[src/hdl/tsw_pkg.sv]
// Shared types and constants for the texture sampler with wrap modes.
// No dependencies; every other file of the block imports it.
`timescale 1ns / 1ps

package tsw_pkg;

    // Field widths
    localparam int COORD_W    = 24;
    localparam int FRAC_W     = 8;
    localparam int ADDR_IN_W  = 16;
    localparam int TEXEL_W    = 32;
    localparam int CH_W       = 8;
    localparam int CFG_IDX_W  = 3;
    localparam int CFG_DATA_W = 9;

    // Default sizes
    localparam int MAX_DIM_DEF     = 256;
    localparam int STORE_WORDS_DEF = 65536;

    // Register indexes
    localparam logic [CFG_IDX_W-1:0] CFG_TEX_WIDTH   = 3'd0;
    localparam logic [CFG_IDX_W-1:0] CFG_TEX_HEIGHT  = 3'd1;
    localparam logic [CFG_IDX_W-1:0] CFG_ROW_PITCH   = 3'd2;
    localparam logic [CFG_IDX_W-1:0] CFG_WRAP_MODE   = 3'd3;
    localparam logic [CFG_IDX_W-1:0] CFG_FILTER_MODE = 3'd4;

    // Register reset values
    localparam logic [CFG_DATA_W-1:0] DIM_RST = 9'd256;

    // Item function codes
    localparam logic FUNC_WRITE  = 1'b0;
    localparam logic FUNC_SAMPLE = 1'b1;

    // Coordinate handling; the unused code behaves as mirror
    localparam logic [1:0] WRAP_CLAMP    = 2'd0;
    localparam logic [1:0] WRAP_PERIODIC = 2'd1;
    localparam logic [1:0] WRAP_MIRROR   = 2'd2;
    localparam logic [1:0] WRAP_MIRROR_ALT = 2'd3;

    // Filter
    localparam logic FILT_NEAREST  = 1'b0;
    localparam logic FILT_BILINEAR = 1'b1;

    // Control to a coordinate unit
    typedef struct packed {
        logic       start;
        logic [1:0] mode;
    } tsw_axis_ctl_t;

endpackage

[src/hdl/tsw_lerp.sv]
// Four-channel byte lerp of two texels by an 8-bit weight, rounded to bytes.
// Depends on tsw_pkg.
`timescale 1ns / 1ps

module tsw_lerp (
    input  logic [tsw_pkg::TEXEL_W-1:0] a,
    input  logic [tsw_pkg::TEXEL_W-1:0] b,
    input  logic [7:0]                  t,
    output logic [tsw_pkg::TEXEL_W-1:0] y
);
    import tsw_pkg::*;

    logic [8:0] wa;

    assign wa = 9'd256 - {1'b0, t};

    for (genvar k = 0; k < 4; k++)
    begin : g_ch
        logic [16:0] s;
        assign s = 17'(a[k*CH_W +: CH_W]) * 17'(wa)
                 + 17'(b[k*CH_W +: CH_W]) * 17'(t) + 17'd128;
        assign y[k*CH_W +: CH_W] = s[15:8];
    end

endmodule

[config.mk]
export PLATFORM = sky130hd
export DESIGN_NAME = tsw_lerp
export DESIGN_NICKNAME = d
export VERILOG_FILES = /design/src/hdl/tsw_pkg.sv /design/src/hdl/tsw_lerp.sv
export SDC_FILE = /design/constraint.sdc
export NUM_CORES = 1
export LEC_CHECK = 0
export BUFFER_PORTS_ARGS = -buffer_cell sky130_fd_sc_hd__buf_2
export CAP_MARGIN = 40
export CORE_ASPECT_RATIO = 0.75
export CORE_MARGIN = 2
export CORE_UTILIZATION = 60
export DETAILED_ROUTE_END_ITERATION = 10
export PLACE_DENSITY = 0.84
export SYNTH_ARGS = -nofsm -noshare
export SYNTH_HDL_FRONTEND = slang
export SYNTH_SLANG_ARGS = --single-unit
[constraint.sdc]
create_clock -name vclk -period 8.04
set_input_delay 0.804 -clock vclk [all_inputs]
set_output_delay 0.804 -clock vclk [all_outputs]
set_load 0.005 [all_outputs]
---- After elaboration in Yosys (flattened, before gate mapping) ----
Cells that the tools add are included.
word-level totals
  register bits after elaboration ......... 0
  bits in latches ......................... 0
  bits in writable memories ............... 0
  ROM bits ................................ 0
  word-level logic and storage cells ...... 17
  memories kept ........................... 0
cells by class
  $add $sub $neg .......................... 9
  multipliers ............................. 8
  div/mod/pow operators ................... 0
  order comparisons ....................... 0
  equality and inequality tests ........... 0
  shift-type cells ........................ 0
  muxes and demuxes ....................... 0
  bitwise gates (word level) .............. 0
  reduce and logical (&&, ||, !) cells .... 0
operators with widths
  operator                                         count
  adder 16 bit                                     4
  adder 16 x 8 -> 16 bit, second input constant    4
  multiplier 8 x 8 -> 16 bit                       4
  multiplier 8 x 9 -> 16 bit                       4
  subtractor 9 x 8 -> 9 bit, first input constant  1

---- Logic depth before layout (Yosys ltp) ----
  depth in word-level cells ............... 4
  gate-level depth with buffers ........... 26

---- Least setup slack after synthesis ----
No wires, ideal clock.
  path kind ............................... input port to output port
  from .................................... in t[0]
  to ...................................... out y[7] in the netlist's numbering
  arrival time ............................ 6.719 ns
  slack ................................... 0.517 ns
  stages on the path ...................... 24
  cells stage by stage .................... buf_4 -> inv_1 -> ha_1 -> nand3_1 -> nor3_2 -> clkbuf_1 -> buf_2 -> nand2_1 -> fa_1 -> fa_1 -> inv_1 -> fa_1 -> fa_1 -> fa_1 -> inv_1 -> fa_1 -> inv_1 -> ha_1 -> a21o_1 -> a21o_1 -> a211o_1 -> o31a_1 -> a31o_1 -> xnor2_1
on the way
  longest elaborated chain between the ends .. 4
  elaborated cells between the ends (all ways) .. 5
RTL lines
  what                        line            text
  from (decl)                 tsw_lerp.sv:8   input logic [7:0] t,
  subtractor 9 x 8 -> 9 bit   tsw_lerp.sv:15  assign wa = 9'd256 - {1'b0, t};
  multiplier 8 x 9 -> 16 bit  tsw_lerp.sv:20  assign s = 17'(a[k*CH_W +: CH_W]) * 17'(wa)
  adder 16 bit (*)            tsw_lerp.sv:21  + 17'(b[k*CH_W +: CH_W]) * 17'(t) + 17'd128;
  adder 16 x 8 -> 16 bit (*)  tsw_lerp.sv:21
  to (decl)                   tsw_lerp.sv:9   output logic [tsw_pkg::TEXEL_W-1:0] y
Every way passes the cells marked *; elsewhere a longest branch is shown, timed or not.

---- Worst setup path in the final report ----
  from .................................... in t[0]
  to ...................................... out y[23] in the netlist's numbering
The elaborated chain is that of the path after synthesis.

==> flow_summary.json <==
{
  "status": "complete, no violations",
  "drt-initial-drc-count": 689,
  "max_clock_freq_mhz": 128.3,
  "gp_congestion": 0.8778,
  "grt_first_pass_wirelength_um": 69480,
  "hp-start": "a[15]",
  "maxSlewViolCount": 0,
  "crit_cells": 24,
  "critPathMaxFanout": 16,
  "final_layout_size_suffix_gt1_share_pct": 7.280,
  "grt_max_degree": 35,
  "antenna_found_initial": 7,
  "cp_common_cell": "fa_1",
  "relSlewSlack_pct": 61.48,
  "hold_violations": 0,
  "synth.distinct_cells": 43,
  "finalSetupViolCount": 0,
  "rows": 54,
  "syn-num-nets": 2758,
  "ys_warn_count": 0,
  "antenna_left": 0,
  "drtPass1Iterations": 5,
  "grt_pass1_vias": 14790,
  "postSynthAreaPerCell_um2": 8.818,
  "instances_no_fill": 2487,
  "seq_area_frac_synth_pct": 0,
  "cp-start-kind": "primary input",
  "fin_util_pct": 65.08,
  "critical_path_buf_inv_count": 8,
  "initial_core_util_pct": 61.18,
  "tns_ns": 0,
  "final_nets": 2823,
  "min_delay_path_depth": 5,
  "route.detailed.drc": 0,
  "cap_violations": 0,
  "required_ns": 7.24,
  "worst-slew-pin-transition_ns": 0.5779,
  "routed_via_density": 5.304,
  "numPortBuffers": 104,
  "hold_path_class": "primary input to output pin",
  "placed_cells": 2480,
  "via_count": 13190,
  "nFillCells": 2426,
  "period_needed_ns": 7.793,
  "cp-end-kind": "output pin",
  "die_h_um": 153.4,
  "holdPathEnd": "y[15]",
  "wl_per_cell_um": 16.16,
  "syn_inst": 2025,
  "slowest_delay_ns": 0.54,
  "ff_latch_area_um2": 0,
  "fp.dieW_um": 203.2,
  "clockBufferCount": 0,
  "critPathSlowestCell": "fa_1",
  "multi_input_area_um2": 15570,
  "areaGrowthSynthToFinish_pct": 6.376,
  "crit_chain": "buf_2, inv_1, ha_1, nand3_1, xor2_2, buf_4, and2_1, fa_1, inv_1, fa_1, fa_1, inv_1, fa_1, fa_1, inv_1, fa_1, inv_1, ha_1, and3_1, a21oi_1, a211oi_1, nor4_1, xnor2_1, buf_2",
  "critPathTopFamily": "adder cells",
  "core-area_um2": 29190,
  "cts_setup_buffers": 0,
  "die_area_um2": 31170,
  "criticalPathCategory": "primary input to output pin",
  "routed_wl_um": 40180,
  "hold_buffers": 0,
  "design.seq.count": 0,
  "whs_ns": 2.189,
  "timing.final.crit_share_pct": 96.92,
  "crit_arrival_ns": 6.99,
  "grt_overflow": 0,
  "ios": 104,
  "syn_area_um2": 17860,
  "grt.total_usage_pct": 27.48,
  "rsz0062_at_grt": "yes",
  "place.detailed.hpwl_um": 34360
}
## logic make-up (layout without fill, tap and decap cells)
logic type | count (synthesis) | count (layout) | synth area share [%]
and+or+nand+nor | 591 | 591 | 17.65
AOI/OAI and AO/OA | 62 | 62 | 2.445
adders and majority gates | 661 | 661 | 63.13
xor gates and xnor gates | 64 | 64 | 3.139
buffers and inverters | 647 | 710 | 13.64
other | 0 | 7 | 0
## through the flow
stage          area, um^2  worst slack (ns)
5_1_grt             18990          -0.05122
6_report            19000            0.2474
4_1_cts             18890            0.2260
2_1_floorplan       17860            0.5167
3_3_place_gp        18890            0.3610
3_5_place_dp        18890            0.2438
## tightest hold or removal path, stage by stage
cell and delay [ns]:
buf_2 0.16, nand2_1 0.09, xnor2_1 0.09, xnor2_1 0.13
buf_2 0.12
## layer usage
layer	global-route usage, %	share of wire, %	up-vias
met4	7.125	2.5	0
met5	0	0	-
met3	2.026	6.6	77
li1	-	-	5956
met2	49.52	52	483
met1	35.96	39	6674
## area by class of cell
type	instances	share of cell area [%]
tap	392	2.582
inverter	579	11.44
multi-input combinational	1378	81.95
timing repair buffer	131	3.939
antenna	7	0.09221
## Yosys cell counts
master | count | area, um^2
nor3_1 | 4 | 20.02
o31ai_1 | 2 | 15.01
and2_1 | 343 | 2146
o31a_1 | 1 | 8.760
xor2_1 | 17 | 148.9
o211ai_1 | 3 | 22.52
o21ai_0 | 7 | 35.03
a211oi_2 | 1 | 12.51
nor2_2 | 1 | 6.260
a2111oi_2 | 2 | 30.03
o21ai_1 | 3 | 15.01
nor2_1 | 10 | 37.54
o21bai_1 | 2 | 15.01
a211oi_1 | 3 | 22.52
inv_1 | 579 | 2173
o21a_1 | 1 | 7.510
fa_1 | 400 | 8008
nor4_1 | 2 | 12.51
buf_4 | 1 | 7.510
buf_2 | 2 | 10.01
o41a_1 | 1 | 11.26
a21oi_1 | 19 | 95.09
nand4_1 | 6 | 37.54
buf_1 | 1 | 3.750
nor2b_1 | 2 | 12.51
nand3b_1 | 1 | 7.510
ha_1 | 261 | 3266
nor3_2 | 1 | 10.01
a211o_1 | 1 | 8.760
o41ai_2 | 1 | 16.27
o2111ai_1 | 1 | 8.760
a31o_1 | 1 | 8.760
a31oi_2 | 1 | 12.51
or2_2 | 1 | 6.260
o21ba_2 | 1 | 10.01
clkbuf_1 | 64 | 240.2
nand2b_1 | 6 | 37.54
and3_1 | 3 | 18.77
nand3_1 | 6 | 30.03
o22ai_1 | 1 | 6.260
a21o_1 | 10 | 75.07
xnor2_1 | 47 | 411.6
nand2_1 | 205 | 769.5
## worst max-delay path by stage
stage / startpoint / endpoint / slack (ns)
final: t[0] / y[23] / 0.25
after floorplan: t[0] / y[7] / 0.52
after global placement: t[2] / y[23] / 0.36
after CTS: t[2] / y[23] / 0.23
after global routing: t[2] / y[31] / -0.05
after detailed placement: t[2] / y[15] / 0.24
## timing repair
item | 4_1_cts | 5_1_grt
setup endpoints to repair | 0 | 9
hold endpoints to repair | 0 | 0
resized for setup | 0 | 12
## placed cells by master, fill, tap and decap left out, types with 2 or more instances in the layout
cell	instances
ha_1	261
nand3_1	6
and2_1	343
nor3_1	3
nand2_1	205
buf_4	25
inv_1	579
xor2_2	2
buf_2	104
a21o_1	10
o21ai_0	7
nor2_1	9
o211ai_1	3
nor2_2	2
buf_12	2
and3_1	3
o21ai_1	2
xnor2_1	43
diode_2	7
a211oi_1	3
nor2b_1	2
a21oi_1	19
fa_1	400
xor2_1	15
nand2b_1	6
xnor2_4	3
o21bai_1	2
nand4_1	6
Power is not shown: default switching activity piles up to over one toggle a cycle in this logic, so the estimate is an artifact.
