===== config.mk =====
export PLATFORM = sky130hd
export DESIGN_NAME = tsw_axis
export DESIGN_NICKNAME = d
export VERILOG_FILES = /design/src/hdl/tsw_pkg.sv /design/src/hdl/tsw_axis.sv
export SDC_FILE = /design/constraint.sdc
export NUM_CORES = 1
export LEC_CHECK = 0
export BUFFER_PORTS_ARGS = -buffer_cell sky130_fd_sc_hd__buf_2
export CAP_MARGIN = 10
export CORE_MARGIN = 5
export CORE_UTILIZATION = 45
export DETAILED_ROUTE_END_ITERATION = 6
export PLACE_DENSITY = 0.72
export SETUP_SLACK_MARGIN = 0.2
export SLEW_MARGIN = 20
export SYNTH_ARGS = -nofsm -noshare
export SYNTH_HDL_FRONTEND = slang
export SYNTH_SLANG_ARGS = --single-unit

===== constraint.sdc =====
create_clock -name clk -period 2.4 [get_ports clk]
set_input_delay 0.24 -clock clk [delete_from_list [all_inputs] [get_ports clk]]
set_output_delay 0.24 -clock clk [all_outputs]
set_load 0.1 [all_outputs]

===== src/hdl/tsw_pkg.sv =====
// Shared types and constants for the texture sampler with wrap modes.
// No dependencies; every other file of the block imports it.
`timescale 1ns / 1ps

package tsw_pkg;

    // Field widths
    localparam int COORD_W    = 24;
    localparam int FRAC_W     = 8;
    localparam int ADDR_IN_W  = 16;
    localparam int TEXEL_W    = 32;
    localparam int CH_W       = 8;
    localparam int CFG_IDX_W  = 3;
    localparam int CFG_DATA_W = 9;

    // Default sizes
    localparam int MAX_DIM_DEF     = 256;
    localparam int STORE_WORDS_DEF = 65536;

    // Register indexes
    localparam logic [CFG_IDX_W-1:0] CFG_TEX_WIDTH   = 3'd0;
    localparam logic [CFG_IDX_W-1:0] CFG_TEX_HEIGHT  = 3'd1;
    localparam logic [CFG_IDX_W-1:0] CFG_ROW_PITCH   = 3'd2;
    localparam logic [CFG_IDX_W-1:0] CFG_WRAP_MODE   = 3'd3;
    localparam logic [CFG_IDX_W-1:0] CFG_FILTER_MODE = 3'd4;

    // Register reset values
    localparam logic [CFG_DATA_W-1:0] DIM_RST = 9'd256;

    // Item function codes
    localparam logic FUNC_WRITE  = 1'b0;
    localparam logic FUNC_SAMPLE = 1'b1;

    // Coordinate handling; the unused code behaves as mirror
    localparam logic [1:0] WRAP_CLAMP    = 2'd0;
    localparam logic [1:0] WRAP_PERIODIC = 2'd1;
    localparam logic [1:0] WRAP_MIRROR   = 2'd2;
    localparam logic [1:0] WRAP_MIRROR_ALT = 2'd3;

    // Filter
    localparam logic FILT_NEAREST  = 1'b0;
    localparam logic FILT_BILINEAR = 1'b1;

    // Control to a coordinate unit
    typedef struct packed {
        logic       start;
        logic [1:0] mode;
    } tsw_axis_ctl_t;

endpackage


===== src/hdl/tsw_axis.sv =====
// Coordinate unit for one axis: clamp, periodic wrap or mirror of a Q16.8 value.
// Reduces the integer part by the dimension one quotient bit per cycle.
// Depends on tsw_pkg.
`timescale 1ns / 1ps

module tsw_axis #(
    parameter int MAX_DIM = tsw_pkg::MAX_DIM_DEF,
    parameter int CW      = $clog2(tsw_pkg::MAX_DIM_DEF) + 1,
    parameter int FW      = $clog2(tsw_pkg::MAX_DIM_DEF) + 8
) (
    input  logic                               clk,
    input  logic                               rst_n,
    input  tsw_pkg::tsw_axis_ctl_t             ctl,
    input  logic signed [tsw_pkg::COORD_W-1:0] coord,
    input  logic [CW-1:0]                      dim,
    output logic                               done,
    output logic [FW-1:0]                      fpos
);
    import tsw_pkg::*;

    localparam int NQ  = COORD_W - FRAC_W;
    localparam int NCW = $clog2(NQ);

    logic               busy_reg, fin_reg, done_reg;
    logic [NCW-1:0]     cnt_reg;
    logic               neg_reg, qbit_reg;
    logic [1:0]         mode_reg;
    logic [COORD_W-1:0] mag_reg;
    logic [NQ-1:0]      num_reg;
    logic [CW-1:0]      rem_reg;
    logic [FW-1:0]      fpos_reg, fpos_next;
    logic [COORD_W-1:0] mag_in;
    logic [CW:0]        trial;
    logic               fits;
    logic [FW-1:0]      m, lastf;
    logic [CW+7:0]      span;
    logic [CW-1:0]      dim_m1;

    assign mag_in = coord[COORD_W-1] ? COORD_W'(-coord) : COORD_W'(coord);
    assign trial  = {rem_reg, num_reg[NQ-1]};
    assign fits   = trial >= {1'b0, dim};
    assign dim_m1 = dim - CW'(1);
    assign m      = {rem_reg[FW-9:0], mag_reg[FRAC_W-1:0]};
    assign lastf  = {dim_m1[FW-9:0], 8'd0};
    assign span   = {dim, 8'd0};

    always_comb
    begin
        unique case (mode_reg)
            WRAP_CLAMP:
            begin
                if (neg_reg)
                    fpos_next = '0;
                else if (mag_reg > COORD_W'(lastf))
                    fpos_next = lastf;
                else
                    fpos_next = FW'(mag_reg);
            end
            WRAP_PERIODIC:
            begin
                if (neg_reg && m != '0)
                    fpos_next = FW'(span - (CW+8)'(m));
                else
                    fpos_next = m;
            end
            WRAP_MIRROR, WRAP_MIRROR_ALT:
            begin
                // odd periods reflect; a reflection below zero pins at zero
                if (!qbit_reg)
                    fpos_next = m;
                else if (m > lastf)
                    fpos_next = '0;
                else
                    fpos_next = lastf - m;
            end
            default: fpos_next = m;
        endcase
    end

    always_ff @(posedge clk or negedge rst_n)
    begin
        if (!rst_n)
        begin
            busy_reg <= 1'b0;
            fin_reg  <= 1'b0;
            done_reg <= 1'b0;
            cnt_reg  <= '0;
        end
        else
        begin
            done_reg <= 1'b0;
            fin_reg  <= 1'b0;
            if (ctl.start)
            begin
                busy_reg <= 1'b1;
                cnt_reg  <= '0;
                neg_reg  <= coord[COORD_W-1];
                mode_reg <= ctl.mode;
                mag_reg  <= mag_in;
                num_reg  <= mag_in[COORD_W-1:FRAC_W];
                rem_reg  <= '0;
            end
            else if (busy_reg)
            begin
                rem_reg  <= fits ? CW'(trial - {1'b0, dim}) : CW'(trial);
                qbit_reg <= fits;
                num_reg  <= num_reg << 1;
                cnt_reg  <= cnt_reg + NCW'(1);
                if (cnt_reg == NCW'(NQ - 1))
                begin
                    busy_reg <= 1'b0;
                    fin_reg  <= 1'b1;
                end
            end
            else if (fin_reg)
            begin
                fpos_reg <= fpos_next;
                done_reg <= 1'b1;
            end
        end
    end

    assign done = done_reg;
    assign fpos = fpos_reg;

endmodule


Word-level counts from Yosys, hierarchy flattened --
Cells that the tools add are included.
Storage, ports and cells: register bits after elaboration 76, output and inout port bits 17, word-level logic and storage cells 57
Cells by class: add/sub/neg operators 6, order comparisons 3, eq/ne operators 4, mux-type cells 22, bitwise operators 2, reduce and logical (&&, ||, !) cells 9
Operators by type and width (number):
- 16-bit two-way mux | 7
- 16-bit case mux with 3 select lines | 1
- 16-bit subtractor | 2
- 24-bit by 16-bit greater-than comparator with 1-bit output | 1
- 24-bit two-way mux | 1
- 24-bit negator | 1
- 9-bit two-way mux | 2
- 16-bit greater-than comparator | 1
- 16-bit nonzero test | 1
- 10-bit by 9-bit >= comparator with 1-bit output | 1
- 1-bit two-way mux | 9
- 9-bit subtractor | 1
- 4-bit two-way mux | 2
- 8-bit by 1-bit subtractor with 8-bit output, second input constant | 1
- 4-bit by 1-bit adder with 4-bit output, second input constant | 1
- 2-bit equality test, second input constant | 2
- 4-bit equality test, second input constant | 1
- 2-bit AND reduction | 2
- 4-bit AND reduction | 1
- 3-bit AND reduction | 1
- 2-bit by 1-bit equality test with 1-bit output, second input constant | 1
- 2-bit logical NOT | 1
- 1-bit NOT | 2
- 2-bit nonzero test | 1
- other kinds (2) | 2

Logic depth before layout (Yosys ltp) --
Gate-level depths: netlist of the first run.
depth after elaboration 5, mapped depth 15, mapped depth without buffers 14

Worst setup path before layout of the first run --
No wires, ideal clock.
path type in2reg, start point input port dim[0], end point register fpos_reg[13] (netlist: fpos[13]) (data pin), arrival 2.773 ns, setup slack -0.644 ns, stages on the path 13, buffers on the path 0, cells stage by stage inv_1 -> ha_1 -> nand3_1 -> nor3_1 -> xnor2_1 -> inv_1 -> ha_1 -> nand4_1 -> or4_1 -> o21ai_1 -> mux2_2 -> a222oi_1 -> o21ai_0
Between the ends: longest elaborated chain between the ends 5, elaborated cells on any way between the ends 11, classes of those cells add/sub (3); order compare (2); mux (6)
RTL lines:
- from (decl) | RTL line tsw_axis.sv:15 | input logic [CW-1:0] dim,
- 8-bit by 1-bit subtractor with 8-bit output | RTL line tsw_axis.sv:42 | assign dim_m1 = dim - CW'(1);
- 24-bit by 16-bit greater-than comparator with 1-bit output (tied with other cells) | RTL line tsw_axis.sv:54 | else if (mag_reg > COORD_W'(lastf))
- 16-bit two-way mux (on tied branches) | RTL line tsw_axis.sv:54, tsw_axis.sv:71
- 16-bit two-way mux (on tied branches) | RTL line tsw_axis.sv:52, tsw_axis.sv:69
- 16-bit case mux with 3 select lines (*) | RTL line tsw_axis.sv:49 | unique case (mode_reg)
- named net fpos_next[13] | RTL line tsw_axis.sv:31 | logic [FW-1:0] fpos_reg, fpos_next;
- to (signal assigned) | RTL line tsw_axis.sv:117 | fpos_reg <= fpos_next;
- to (decl) | RTL line tsw_axis.sv:31
The timed path passes the listed nets; every way through them passes the cells marked *. A chain may end at the register's enable or synchronous reset.

Final worst setup path of the first run --
start point input port dim[2], end point register fpos_reg[15] (netlist: fpos[15]) (data pin)
Same word-level chain as after synthesis.

==> results of run 1 <==
-- layer usage --
layer	share of wire [%]	track usage, %	vias to the layer above
met2	50	38.0	183
met5	0	0	-
met1	41	26.3	2325
met3	5.4	5.11	54
li1	-	-	2297
met4	3.5	8.65	0
-- critical path: stages --
cell and delay, ns:
buf_6 0.10, inv_4 0.05, nand4_1 0.19, nor4_2 0.22
xnor2_1 0.21, inv_1 0.12, ha_4 0.29, nand4_1 0.12
or4_4 0.45, o21ai_4 0.09, buf_6 0.12, buf_6 0.11
mux2i_1 0.24, o22a_1 0.17, o211ai_1 0.10
-- what timing repair did --
| item | in CTS | in global routing |
|---|---|---|
| resized for setup | 71 | 28 |
| hold endpoints to repair | 7 | 0 |
| setup buffers | 17 | 6 |
| setup endpoints to repair | 26 | 27 |
| hold buffers | 1 | 0 |
| pin swaps | 26 | 12 |
-- worst min path at each step --
stage / startpoint / endpoint / slack, ns / cells past startpoint
3_3_place_gp: rst_n / busy_reg / 0.04 / 1
2_1_floorplan: rst_n / busy_reg / -0.06 / 0
4_1_cts: ctl[1] / mode_reg[1] / 0.08 / 1
5_1_grt: ctl[1] / mode_reg[1] / 0.08 / 1
6_report: ctl[1] / mode_reg[1] / 0.09 / 1
3_5_place_dp: rst_n / busy_reg / 0.04 / 1
-- synth_stat cells, drive strengths merged (2+ instances only) --
master  number  area, sq um
or3          6         47.5
a21oi       39          199
and2         4         25.0
xor2        17          149
a311oi       2         17.5
a31oi        5         31.3
a21o        13         97.6
mux2i        8         80.1
o21bai       3         22.5
nand4        7         43.8
edfxtp      69         2070
o21a         7         52.6
and3         3         18.8
inv         37          139
nor2        33          124
nor3        11         60.1
o211ai       5         37.5
clkbuf       9         35.0
ha          36          450
mux2        17          195
nand3       12         65.1
buf          4         20.0
nor4         8         62.6
o21ai       27          139
or4          3         26.3
or2          4         25.0
o311a        3         30.0
dfrtp        7          175
nand2b       7         43.8
nor2b        6         37.5
xnor2       31          272
o311ai       2         25.0
o41ai        2         17.5
a22oi        2         15.0
a222oi       2         20.0
nor3b        3         33.8
nand2       31          116
o31ai        7         57.6
a211oi       6         45.0
-- power groups by stage --
stage	Sequential, mW	Combinational [mW]	Clock, mW
floorplan	1.65	0.804	0
CTS	1.64	1.58	1.33
global route	1.65	1.82	1.39
finish	1.65	1.69	1.31
detailed placement	1.67	1.39	0
global placement	1.67	1.35	0
-- logic make-up (layout without fill, tap and decap cells) --
family	after synthesis	count (layout)	synth area share [%]
flip-flops	76	76	42.5
adder cells (fa/ha/maj)	37	37	8.90
AO/OA/AOI/OAI	135	135	17.1
AND/OR/NAND/NOR	141	141	14.6
multiplexers	25	25	5.21
XOR/XNOR	48	48	7.95
buffers and inverters	51	244	3.74
-- placed cells by master (no fill, tap or decap), types with 6 or more instances in the layout --
master | Yosys | routed
a211oi_2 | 0 | 6
a21o_1 | 13 | 13
a21oi_1 | 38 | 31
a21oi_2 | 1 | 7
buf_2 | 1 | 50
buf_4 | 1 | 122
buf_6 | 0 | 14
clkbuf_16 | 0 | 10
dfrtp_1 | 7 | 7
edfxtp_1 | 69 | 69
ha_1 | 36 | 28
ha_4 | 0 | 8
inv_1 | 36 | 30
mux2_2 | 16 | 15
mux2i_1 | 8 | 6
nand2_1 | 31 | 29
nand2b_1 | 7 | 7
nand3_1 | 11 | 7
nand4_1 | 7 | 7
nor2_1 | 33 | 30
nor2b_1 | 6 | 6
nor3_1 | 10 | 8
o21a_1 | 7 | 7
o21ai_0 | 25 | 14
o21ai_2 | 1 | 7
xnor2_1 | 31 | 29
xor2_1 | 17 | 17
-- through the flow --
| step | util (%) | worst slack (ns) | instances | hold slack, ns |
|---|---|---|---|---|
| finish | 65.4 | -0.377 | 849 | 0.0906 |
| global route | 65.4 | -0.458 | 849 | 0.0750 |
| CTS | 64.0 | -0.217 | 843 | 0.0796 |
| detailed placement | 57.5 | -0.745 | 809 | 0.0442 |
| global placement | 57.5 | -0.637 | 809 | 0.0426 |
| floorplan | - | -0.430 | 513 | -0.0556 |
-- layout make-up --
type	instances	area, sq um	area share (%)
flip-flops and latches	76	2250	30.0
repair buffers	190	1380	18.4
multi-input cells	386	3220	42.9
clock buffers	11	254	3.39
clock inverters	5	38.8	0.517
inverters	38	179	2.39
well taps	143	179	2.39
==> flow_summary_export.csv, run 1 <==
group,metric,value,unit
run_status,status,"complete, but fails checks",
run_status,violations,"setup timing",
power,powerDensity,619,mW/mm^2
floorplan,io-pin-count,55,
route,dr_total_vias,4859,
grt,antenna_found_initial,0,
floorplan,dieArea,0.0140,sq mm
placed_design,dpl.hpwl,11.3,mm
finish,nets,776,
synthesis,syn_area,0.00529,sq mm
route,ant_nets,0,
route,drt-pass1-iter-count,5,
synthesis,yosys_most_used_dff,"edfxtp_1",
floorplan,fp.dieH,118,um
power,switching_share,31.3,%
power,p_leak,3.13,nW
clock_network,cts_made_buffers,9,
finish,area_growth,41.9,%
worst_setup_path,cp_max_fo,4,
worst_setup_path,worst_r2r_path_depth,11,
worst_setup_path,startpoint,"dim[2]",
route,vias_per_cell,5.72,
grt,grt_overflow_total,0,
clock_network,cts.sinks,76,
synthesis,async_reset_ff_share,9.21,%
synthesis,syn_avg_cell_area,10.3,sq um
power,power.total,4.65,mW
synthesis,yosys_register_bits,76,
synthesis,synth_edf_count,69,
placed_design,globalplace.congestion,0.943,
worst_setup_path,cp-start-kind,"primary input",
floorplan,fp.coreArea,0.0115,sq mm
grt,grt.total_usage,21.9,%
sta,relSlewSlack,67.6,%
route,finalWirelength,15.7,mm
floorplan,rows,39,
floorplan,die_x,118,um
worst_setup_path,arrival,2.84,ns
finish,final_cell_area,0.00750,sq mm
finish,fill_cells,836,
sta,worst_slack,-0.377,ns
grt,grt_pass1_wl,25.3,mm
sta,finalMaxSlewViolations,0,
placed_design,port_buffers,54,
floorplan,initial_core_util,46.1,%
synthesis,ys_warn_count,0,
worst_setup_path,end_kind,"flop",
grt,grt_pass1_vias,5115,
synthesis,netlist_instances,513,
power,seq_power_share,35.4,%
worst_setup_path,required,2.46,ns
sta,fmax,360,MHz
synthesis,synth-seq-area-share,42.5,%
clock_network,root_buffer,"clkbuf_16",
power,clkPwrFrac,28.2,%
sta,finalHoldViolCount,0,
clock_network,htreeDepth,3,
finish,diodes,0,
power,p_comb_share,36.4,%
clock_network,tritoncts,"built",
power,power.switching,1.45,mW
clock_network,worst_skew_pair.late_latency,0.33,ns
sta,finClkSkew,0.00633,ns
sta,period_share,116,%
grt,grt_max_degree,28,
finish,drive_gt1_share,42.8,%
worst_setup_path,r2r_end,"fpos[15]",
route,wire_per_inst,18.5,um
power,p_int,3.19,mW
job,drv_cap,0,
min_path,holdCritPathClass,"in -> reg",
worst_setup_path,worstSetupEndpoint,"fpos[15]",
placed_design,postPlaceCellArea,0.00659,sq mm
sta,tightest_slew,0.489,ns
worst_setup_path,critPathKind,"in -> reg",
synthesis,synth_nets,588,
route,drtIter0Drc,309,
sta,finalCriticalPeriod,2.78,ns
sta,rsz0062_at_grt,"yes",
route,drc_errors,0,
finish,largest_reg_flops,24,
sta,tns,-5.82,ns
worst_setup_path,timing.rr.start,"mag_reg[0]",
power,peakVddDrop,0.000651,V
worst_setup_path,rrSetupSlack,-0.23,ns
sta,setup_viol,25,
synthesis,ys_types,72,
clock_network,clk_pin_slew,0.06,ns
clock_network,clk_path_buf_depth,2,
No activity file was read; power rests on OpenSTA's default activity.
==> inputs of run 2 (changes only) <==
--- a/config.mk
+++ b/config.mk
@@ -10,7 +10,7 @@
 export CORE_MARGIN = 5
 export CORE_UTILIZATION = 45
 export DETAILED_ROUTE_END_ITERATION = 6
-export PLACE_DENSITY = 0.72
+export PLACE_DENSITY = 0.7
 export SETUP_SLACK_MARGIN = 0.2
 export SLEW_MARGIN = 20
 export SYNTH_ARGS = -nofsm -noshare
==> constraint.sdc (replaced) <==
create_clock -name clk -period 3.18 [get_ports clk]
set_input_delay 0.318 -clock clk [delete_from_list [all_inputs] [get_ports clk]]
set_output_delay 0.318 -clock clk [all_outputs]
set_load 0.1 [all_outputs]
==> flow_summary_export.csv, run 2 (synthesized netlist as in run 1, its figures left out) <==
group,metric,value,unit
worst_setup_path,cp_cell_sequence,"buf_2, inv_1, nand4_1, nor2_1, xnor2_1, inv_1, ha_1, a211oi_2, nor2_1, or3_1, o21ai_2, mux2_4, a222oi_1, o21ai_1",
clock_network,clk_path_buf_depth,2,
power,p_int,2.16,mW
worst_setup_path,worstSetupEndpoint,"fpos[13]",
sta,finalCriticalPeriod,2.82,ns
grt,antenna_found_initial,0,
route,vias_per_cell,5.78,
power,power.switching,0.921,mW
clock_network,root_buffer,"clkbuf_16",
worst_setup_path,required,3.25,ns
finish,final_cell_mix,"edfxtp_1 (69), buf_2 (54), a21oi_1 (38), ha_1 (35)",
floorplan,dieArea,0.0140,sq mm
worst_setup_path,critPathSlowestCell,"or3_1",
placed_design,port_buffers,54,
finish,utilization,53.7,%
finish,final_cell_area,0.00616,sq mm
power,p_leak,2.46,nW
sta,finClkSkew,0.00518,ns
grt,grt_pass1_vias,4373,
route,drc_errors,0,
worst_setup_path,cp-start-kind,"primary input",
worst_setup_path,critical-path-max-stage-delay,0.32,ns
worst_setup_path,startpoint,"dim[2]",
placed_design,dpl.hpwl,10.5,mm
power,powerDensity,500,mW/mm^2
worst_setup_path,r2r_end,"rem_reg[1]",
worst_setup_path,cp_max_fo,3,
floorplan,io-pin-count,55,
worst_setup_path,cp.depth,14,
finish,diodes,0,
finish,drive_gt1_share,22.7,%
placed_design,place_inst,717,
worst_setup_path,timing.rr.start,"num_reg[15]",
finish,layout.cells.most_common,"edfxtp_1",
worst_setup_path,arrival,2.89,ns
placed_design,globalplace.congestion,0.944,
finish,nets,662,
sta,period_share,88.6,%
clock_network,htreeDepth,3,
worst_setup_path,critPathBufInv,3,
floorplan,fp.dieH,118,um
min_path,holdCritPathClass,"in -> reg",
clock_network,tritoncts,"built",
sta,finalHoldViolCount,0,
worst_setup_path,critPathTopFamily,"compound AO/OA/AOI/OAI gates",
sta,rsz0062_at_grt,"no",
power,p_comb_share,27.2,%
worst_setup_path,rrSetupSlack,0.43,ns
sta,tightest_slew,0.818,ns
finish,area_growth,16.6,%
finish,final_cells,734,
worst_setup_path,worst_r2r_path_depth,10,
clock_network,worst_skew_pair.late_latency,0.33,ns
clock_network,cts.sinks,76,
job,drv_cap,0,
sta,finalMaxSlewViolations,0,
route,drtIter0Drc,395,
clock_network,cts_made_buffers,9,
placed_design,postPlaceCellArea,0.00585,sq mm
power,seq_power_share,40.8,%
finish,largest_reg_flops,24,
route,finalWirelength,13.4,mm
power,power.total,3.08,mW
floorplan,rows,39,
grt,grt_max_degree,36,
power,peakVddDrop,0.000435,V
sta,whs,0.165,ns
grt,grt_pass1_wl,21.7,mm
clock_network,clk_pin_slew,0.06,ns
sta,fmax,355,MHz
grt,grt_overflow_total,0,
route,wire_per_inst,18.3,um
floorplan,initial_core_util,46.1,%
route,dr_total_vias,4239,
floorplan,die_x,118,um
power,switching_share,29.9,%
power,clkPwrFrac,32.0,%
sta,relSlewSlack,45.5,%
sta,setup_viol,0,
run_status,status,"completed",
grt,grt.total_usage,19.1,%
worst_setup_path,critPathKind,"in -> reg",
worst_setup_path,end_kind,"flop",
route,ant_nets,0,
floorplan,fp.coreArea,0.0115,sq mm
route,drt-pass1-iter-count,5,
==> run 2: cell count changes in the layout (fill, tap and decap cells not counted), sizes merged <==
cell and change:
bufinv +1, buf -114, inv -4, clkinv +1, clkinvlp +1
==> run 2: how the worst min path moves through the flow <==
| stage | cells past startpoint | startpoint | to | slack (ns) |
|---|---|---|---|---|
| floorplan | 0 | rst_n | busy_reg | 0.02 |
| CTS | 1 | ctl[1] | mode_reg[1] | 0.16 |
| global route | 1 | ctl[1] | mode_reg[1] | 0.15 |
| global placement | 1 | rst_n | done | 0.26 |
| detailed placement | 1 | rst_n | cnt_reg[1] | 0.27 |
| finish | 1 | ctl[1] | mode_reg[1] | 0.17 |
==> run 2: metal layers <==
layer	wire length [um]	global-route usage (%)
met1	5810	23.5
met2	6520	32.8
met3	717	4.06
met4	379	7.87
met5	0	0
==> run 2: repair_timing <==
action                                  in CTS  in global routing
setup buffers                                0                  1
hold buffers                                 1                  0
resized for setup                            0                  4
endpoints found under the setup margin       0                  2
hold endpoints to repair                     7                  0
==> run 2: area by class of cell <==
cell class              count  area, sq um
multi-input cells         386         2870
repair buffers             76          438
flip-flops and latches     76         2250
clock buffers              11          233
inverters                  38          143
well taps                 143          179
clock inverters             4         51.3
fillers                   993         5310
==> run 2: power by group through the flow <==
stage | Clock, mW | Combinational (mW) | Sequential (mW)
after floorplan | 0 | 0.597 | 1.25
after global placement | 0 | 0.803 | 1.28
after detailed placement | 0 | 0.816 | 1.28
after CTS | 1.01 | 0.823 | 1.26
after global routing | 1.05 | 0.925 | 1.26
final | 0.987 | 0.839 | 1.26
==> run 2: through the flow <==
step	TNS (ns)	setup slack, ns
6_report	0	0.363
5_1_grt	0	0.203
4_1_cts	0	0.291
3_5_place_dp	-0.0212	-0.0212
3_3_place_gp	0	0.108
2_1_floorplan	0	0.206
